File: src/design/sfq_pkg.sv
// Shared types and constants for the sortable FIFO queue.
// No dependencies; imported by every module of the block.
package sfq_pkg;

  localparam int unsigned DEPTH       = 16;
  localparam int unsigned ValueW      = 32;
  localparam int unsigned EntryCountW = 5;
  localparam int unsigned CountW      = $clog2(DEPTH + 1);
  localparam int unsigned PhaseW      = $clog2(DEPTH);

  typedef enum logic [1:0] {
    OP_PUSH   = 2'd0,
    OP_POP    = 2'd1,
    OP_ROTATE = 2'd2,
    OP_SORT   = 2'd3
  } sfq_op_e;

  typedef enum logic [1:0] {
    STATUS_DONE  = 2'd0,
    STATUS_EMPTY = 2'd1,
    STATUS_FULL  = 2'd2
  } sfq_status_e;

  typedef enum logic [1:0] {
    STATE_RUN,
    STATE_SORT,
    STATE_REPORT
  } sfq_state_e;

  typedef enum logic [2:0] {
    CELL_HOLD,
    CELL_LOAD,
    CELL_SHIFT,
    CELL_SORT_LO,
    CELL_SORT_HI
  } sfq_cell_cmd_e;

  typedef struct packed {
    sfq_op_e                  op;
    logic signed [ValueW-1:0] value;
  } sfq_in_t;

  typedef struct packed {
    sfq_status_e               status;
    logic signed [ValueW-1:0]  front_value;
    logic                      front_valid;
    logic [EntryCountW-1:0]    entry_count;
  } sfq_out_t;

  typedef struct packed {
    sfq_cell_cmd_e            cmd;
    logic signed [ValueW-1:0] load_value;
  } sfq_cell_ctrl_t;

endpackage

File: src/design/sfq_cell.sv
// One storage cell of the queue chain: holds a value, shifts toward the front,
// loads, or takes part in one compare-exchange of an odd-even sort.
// Depends on sfq_pkg.
module sfq_cell import sfq_pkg::*; (
  input  logic                     clk_i,
  input  sfq_cell_ctrl_t           ctrl_i,
  input  logic signed [ValueW-1:0] left_value_i,
  input  logic signed [ValueW-1:0] right_value_i,
  output logic signed [ValueW-1:0] value_o
);

  logic signed [ValueW-1:0] value_q, value_d;

  always_comb begin
    case (ctrl_i.cmd)
      CELL_LOAD:    value_d = ctrl_i.load_value;
      CELL_SHIFT:   value_d = right_value_i;
      // lower cell of a pair keeps the smaller; swap only on strict order
      CELL_SORT_LO: value_d = (value_q > right_value_i) ? right_value_i : value_q;
      CELL_SORT_HI: value_d = (left_value_i > value_q) ? left_value_i : value_q;
      default:      value_d = value_q;
    endcase
  end

  always_ff @(posedge clk_i) begin
    value_q <= value_d;
  end

  assign value_o = value_q;

endmodule

File: src/design/sortable_fifo_queue_core.sv
// Sortable FIFO queue: push, pop and rotate are taken one per cycle unless
// in_stall_o is high; the result request appears on the output register the
// cycle after acceptance. A sort runs DEPTH odd-even transposition phases over
// the cell chain and then a report state, holding the input stalled throughout.
// Reset empties the queue and clears the output valid; cell contents are not reset.
module sortable_fifo_queue_core import sfq_pkg::*; (
  input  logic     clk_i,
  input  logic     rst_ni,
  input  logic     in_valid_i,
  output logic     in_stall_o,
  input  sfq_in_t  in_req_i,
  output logic     out_valid_o,
  input  logic     out_stall_i,
  output sfq_out_t out_req_o
);

  // Queue order is kept physically: cell 0 is the front, cell count-1 the rear.
  sfq_state_e              state_q, state_d;
  logic [CountW-1:0]       count_q, count_d;
  logic [PhaseW-1:0]       phase_q, phase_d;
  logic                    out_valid_q;
  sfq_out_t                out_q, out_d;
  logic                    out_load;
  logic                    out_free;
  logic                    in_fire;
  logic                    full;
  logic                    empty;
  logic signed [ValueW-1:0] load_value;

  logic signed [ValueW-1:0] cell_value [DEPTH];
  sfq_cell_ctrl_t           cell_ctrl  [DEPTH];

  assign out_free   = !out_valid_q || !out_stall_i;
  assign in_stall_o = !((state_q == STATE_RUN) && out_free);
  assign in_fire    = in_valid_i && !in_stall_o;
  assign full       = (count_q == CountW'(DEPTH));
  assign empty      = (count_q == '0);

  // push loads the new value at the rear; rotate re-enters the old front there
  assign load_value = (in_req_i.op == OP_PUSH) ? in_req_i.value : cell_value[0];

  // ---------------------------------------------------------------------------
  // Sequencer: operation decode, sort phase counting, result formation
  // ---------------------------------------------------------------------------
  always_comb begin
    state_d  = state_q;
    count_d  = count_q;
    phase_d  = phase_q;
    out_load = 1'b0;
    out_d.status      = STATUS_DONE;
    out_d.front_value = '0;
    out_d.front_valid = 1'b0;
    out_d.entry_count = '0;

    case (state_q)
      STATE_RUN: begin
        if (in_fire) begin
          out_load = 1'b1;
          case (in_req_i.op)
            OP_PUSH: begin
              if (full) begin
                out_d.status      = STATUS_FULL;
                out_d.front_value = cell_value[0];
              end else begin
                count_d           = count_q + 1'b1;
                out_d.front_value = empty ? in_req_i.value : cell_value[0];
              end
            end
            OP_POP: begin
              if (empty) begin
                out_d.status = STATUS_EMPTY;
              end else begin
                count_d           = count_q - 1'b1;
                out_d.front_value = (count_q == CountW'(1)) ? '0 : cell_value[1];
              end
            end
            OP_ROTATE: begin
              if (empty) begin
                out_d.status = STATUS_EMPTY;
              end else begin
                // a single entry rotates onto itself
                out_d.front_value = (count_q == CountW'(1)) ? cell_value[0]
                                                            : cell_value[1];
              end
            end
            default: begin
              // sort: result is reported once the phases are done
              out_load = 1'b0;
              phase_d  = '0;
              state_d  = STATE_SORT;
            end
          endcase
          out_d.front_valid = (count_d != '0);
          out_d.entry_count = EntryCountW'(count_d);
        end
      end
      STATE_SORT: begin
        phase_d = phase_q + 1'b1;
        if (phase_q == PhaseW'(DEPTH - 1)) begin
          state_d = STATE_REPORT;
        end
      end
      STATE_REPORT: begin
        if (out_free) begin
          out_load          = 1'b1;
          out_d.front_value = empty ? '0 : cell_value[0];
          out_d.front_valid = !empty;
          out_d.entry_count = EntryCountW'(count_q);
          state_d           = STATE_RUN;
        end
      end
      default: begin
        state_d = STATE_RUN;
      end
    endcase
  end

  always_ff @(posedge clk_i or negedge rst_ni) begin
    if (!rst_ni) begin
      state_q     <= STATE_RUN;
      count_q     <= '0;
      phase_q     <= '0;
      out_valid_q <= 1'b0;
    end else begin
      state_q <= state_d;
      count_q <= count_d;
      phase_q <= phase_d;
      if (out_load) begin
        out_valid_q <= 1'b1;
      end else if (!out_stall_i) begin
        out_valid_q <= 1'b0;
      end
    end
  end

  always_ff @(posedge clk_i) begin
    if (out_load) begin
      out_q <= out_d;
    end
  end

  assign out_valid_o = out_valid_q;
  assign out_req_o   = out_q;

  // ---------------------------------------------------------------------------
  // Cell chain. Each cell gets a command from its position relative to the
  // entry count. Sorting pairs cells (i, i+1) whose lower index matches the
  // phase parity; only pairs fully inside the occupied range exchange.
  // ---------------------------------------------------------------------------
  for (genvar i = 0; i < DEPTH; i++) begin : g_cell
    logic signed [ValueW-1:0] left_value;
    logic signed [ValueW-1:0] right_value;

    if (i == 0) begin : g_first
      assign left_value = '0;
    end else begin : g_left
      assign left_value = cell_value[i-1];
    end

    if (i == DEPTH - 1) begin : g_last
      assign right_value = '0;
    end else begin : g_right
      assign right_value = cell_value[i+1];
    end

    always_comb begin
      cell_ctrl[i].cmd        = CELL_HOLD;
      cell_ctrl[i].load_value = load_value;
      if (state_q == STATE_SORT) begin
        if ((1'(i % 2) == phase_q[0]) && (CountW'(i + 1) < count_q)) begin
          cell_ctrl[i].cmd = CELL_SORT_LO;
        end else if ((i >= 1) && (1'((i + 1) % 2) == phase_q[0]) &&
                     (CountW'(i) < count_q)) begin
          cell_ctrl[i].cmd = CELL_SORT_HI;
        end
      end else if (in_fire) begin
        case (in_req_i.op)
          OP_PUSH: begin
            if (!full && (count_q == CountW'(i))) begin
              cell_ctrl[i].cmd = CELL_LOAD;
            end
          end
          OP_POP: begin
            if (!empty) begin
              cell_ctrl[i].cmd = CELL_SHIFT;
            end
          end
          OP_ROTATE: begin
            if (!empty) begin
              if (CountW'(i + 1) == count_q) begin
                cell_ctrl[i].cmd = CELL_LOAD;
              end else if (CountW'(i + 1) < count_q) begin
                cell_ctrl[i].cmd = CELL_SHIFT;
              end
            end
          end
          default: begin
            cell_ctrl[i].cmd = CELL_HOLD;
          end
        endcase
      end
    end

    sfq_cell u_cell (
      .clk_i         (clk_i),
      .ctrl_i        (cell_ctrl[i]),
      .left_value_i  (left_value),
      .right_value_i (right_value),
      .value_o       (cell_value[i])
    );
  end

endmodule

File: config.mk
export PLATFORM = sky130hd
export DESIGN_NAME = sortable_fifo_queue_core
export DESIGN_NICKNAME = d
export VERILOG_FILES = /design/src/design/sfq_pkg.sv /design/src/design/sfq_cell.sv /design/src/design/sortable_fifo_queue_core.sv
export SDC_FILE = /design/constraint.sdc
export NUM_CORES = 2
export LEC_CHECK = 0
export BUFFER_PORTS_ARGS = -buffer_cell sky130_fd_sc_hd__buf_2
export CORE_AREA = 5 5 402 404
export DETAILED_ROUTE_END_ITERATION = 8
export DIE_AREA = 0 0 407 409
export HOLD_SLACK_MARGIN = 0.02
export PLACE_DENSITY = 0.46
export SLEW_MARGIN = 5
export SYNTH_ARGS = -nofsm -noshare
export SYNTH_HDL_FRONTEND = slang
export SYNTH_SLANG_ARGS = --single-unit
File: constraint.sdc
create_clock -name clk_i -period 5.56 [get_ports clk_i]
set_clock_uncertainty 0.1 [all_clocks]
set_input_delay 0.278 -clock clk_i [delete_from_list [all_inputs] [get_ports clk_i]]
set_output_delay 0.278 -clock clk_i [all_outputs]
set_load 0.05 [all_outputs]
==> metrics.txt <==
number of synthesized register bits=564; layout cell share with drive strength beyond 1=8.457%; RR Startpoint=count_q[1]$_DFFE_PN0P_; Post-synth EDFFs=552; first-pass GRT wire length=around 210 mm; Final HPWL DP=107.4 mm; core area=approximately 160000 µm²; CP arrival=~4800 ps; FFs w/ async S/R, synth=under 10%; Hold Path Depth=3; Power Dens Cells=roughly 590 nW/µm²; R2R cell count=11; Yosys top cell by area=edfxtp_1; gr usage total=~16%; RSZ-0062 raised after global routing=no; fmax=216.4 MHz; Mapped Nets=4543; Yosys Warn Count=0; Static Leakage=~0.017 µW; Power, Total=26610 µW; post-synthesis sequential area ratio=a little over two fifths; P&R area growth vs syn=14.57%; initial antenna violation count=0; Placed Cells=6019; final setup violation count=0; Mapped Cells=4019; gp weighted congestion=0.8771; vias per cell=approximately 5.2; synthesized area per cell=9.742 µm²; final setup TNS=0 ps; min Tclk post-route=4620 ps; Slew HR=20.07%; FF-to-FF End=g_cell[10].u_cell.value_o[3]$_DFFE_PP_; post-layout util=28.49%; Setup Crit Path Kind=reg -> reg; Req. time, crit path=roughly 5700 ps; Detailed Routing Iterations Pass 1=6; ANT nets after route=0; Die Y=409 µm; largest net degree at the start of global routing=56; dpl cell area=42310 µm²; IO Pins=80; pins over their slew limit=0; most frequent cell after synthesis=edfxtp_1; vias in the first global route=31170; TritonCTS clock tree=built; Yosys cell types=80; Sink Count=564; Cell Rows=146; status=completed; final instance area=44860 µm²; Avg WL per Cell=22.37 µm; via count=about 32000; port bufs=79; Hold EP=out_req_o[30]$_DFFE_PP_; Max clock buf depth=3; GRT Residual Overflow=0; top cells by area, synth=edfxtp_1, ha_1, a22oi_1; period utilisation layout=between 80 and 90%; CP max FO=34; ys flop type=edfxtp_1; synthesized cell area=roughly 39000 µm²; Worst-Skew Late Latency=670 ps; area of the die=between 150000 and 200000 µm²; CTS Buf Count=75; Worst Hold Launch=in_req_i[24]; area fraction of the dominant cell type after synthesis=a little over two fifths; fin nets=4576; worst vdd ir=0.0003518 V; post-route insts no fill=between 6000 and 7000; final wirelength=138.1 mm; most frequent cells after synthesis=edfxtp_1, inv_1, ha_1, a22oi_1, o21ai_0; DRT iter0 DRCs=2787; H-tree Lvls=3; crit end category=flip-flop; max-cap violations=0; Starting Density=about 25%; Hold Crit Class=in -> reg; r2r setup slk=between 900 and 1000 ps; CP startpoint kind=flip-flop; count of final hold-check violations=0; drt drc=0; Die X=407 µm; clk slew on worst S/H paths=60 ps; Clk Tree Root Cell=clkbuf_16; worst-margin pin slew=1199 ps
repair_timing:
item | 4_1_cts | 5_1_grt
endpoints found under the hold margin | 39 | 0
resized for setup | 0 | 0
setup buffers | 0 | 0
hold buffers | 28 | 0
cells by family (layout without fill, tap and decap cells):
group | Yosys count | count (layout) | share of synthesized area [%]
XOR/XNOR | 10 | 10 | 0.2237
AO/OA/AOI/OAI | 1564 | 1564 | 25.04
other | 0 | 1 | 0
adder cells (fa/ha/maj) | 486 | 486 | 15.53
buffers and inverters | 733 | 817 | 7.219
multiplexers | 35 | 35 | 0.9011
AND/OR/NAND/NOR | 627 | 627 | 7.989
flip-flops | 564 | 564 | 43.10
registers in the layout, indices dropped and copies added (netlist names):
signal / flops
count_q: 5
out_valid_o: 1
g_cell.u_cell.value_o: 512
out_req_o: 40
state_q: 2
phase_q: 4
layout by cell type, fill, tap and decap left out, types with 9 or more instances in the layout:
master / instances
dfrtp_1: 12
edfxtp_1: 552
a32oi_1: 20
ha_1: 486
nand2b_1: 11
o211ai_1: 22
a21oi_4: 9
a21boi_0: 9
clkbuf_1: 21
nor3_1: 31
nor2b_1: 36
and4_1: 12
a31oi_1: 19
dlygate4sd3_1: 28
buf_2: 79
nand4_1: 99
a22oi_1: 476
mux2i_4: 16
a21oi_1: 240
o22ai_1: 13
nand2_1: 201
a21oi_2: 9
buf_4: 75
a21o_1: 50
nor2_1: 104
nand3_1: 46
o31ai_1: 36
mux2i_2: 16
a221oi_1: 15
clkinv_1: 14
nor4_1: 20
o21ai_0: 427
a211oi_1: 15
clkbuf_16: 77
inv_1: 503
o21ai_1: 132
worst max-delay path by stage:
| stage | startpoint | slack (ps) | depth (start not counted) | end |
|---|---|---|---|---|
| final | count_q[1]$_DFFE_PN0P_ | 940 | 11 | g_cell[10].u_cell.value_o[3]$_DFFE_PP_ |
| after global routing | count_q[1]$_DFFE_PN0P_ | 720 | 11 | g_cell[10].u_cell.value_o[3]$_DFFE_PP_ |
| after CTS | count_q[1]$_DFFE_PN0P_ | 1010 | 11 | g_cell[10].u_cell.value_o[3]$_DFFE_PP_ |
| after detailed placement | count_q[1]$_DFFE_PN0P_ | 1100 | 11 | g_cell[10].u_cell.value_o[7]$_DFFE_PP_ |
| after global placement | count_q[1]$_DFFE_PN0P_ | 1070 | 11 | g_cell[10].u_cell.value_o[6]$_DFFE_PP_ |
| after floorplan | g_cell[9].u_cell.value_o[31]$_DFFE_PP_ | 590 | 8 | g_cell[10].u_cell.value_o[0]$_DFFE_PP_ |
metal layers:
metal | wire [µm] | global-route usage, % | up-vias
met5 | 0 | 0 | -
met3 | 5871 | 1.837 | 166
met2 | 65030 | 26.58 | 769
met1 | 63620 | 22.38 | 16090
li1 | - | - | 15290
met4 | 3620 | 4.531 | 0
final cells by class:
| type | count | area [µm²] |
|---|---|---|
| antenna | 1 | 2.502 |
| clock buffer | 98 | 2006 |
| clock inverter | 30 | 260.3 |
| fill | 16530 | 112600 |
| inverter | 506 | 1899 |
| multi-input combinational | 2722 | 19970 |
| sequential | 564 | 16880 |
| tap | 2072 | 2592 |
| timing repair buffer | 183 | 1259 |
critical path, stage by stage (launching register included):
cell	delay (ps)
dfrtp_1	570
inv_1	210
ha_1	330
or4b_1	650
o21ai_2	170
nor2_1	390
nor2_1	170
o21ai_2	160
buf_4	340
a31oi_1	70
o21ai_0	140
a21boi_4	860
stage by stage:
stage          hold WS (ps)  worst slack [ps]
6_report              78.75             939.7
5_1_grt               91.80             716.0
4_1_cts               66.87              1008
3_5_place_dp          86.70              1103
3_3_place_gp          78.03              1069
2_1_floorplan        -117.6             594.6
power breakdown:
group	switching (µW)	leakage [µW]	internal, µW
combinational	7910	0.0109	4220
sequential	2250	0.00522	7540
clock	2010	0.00110	2680
total	12200	0.0172	14400
Note: power is estimated with default switching activity, not from simulation.
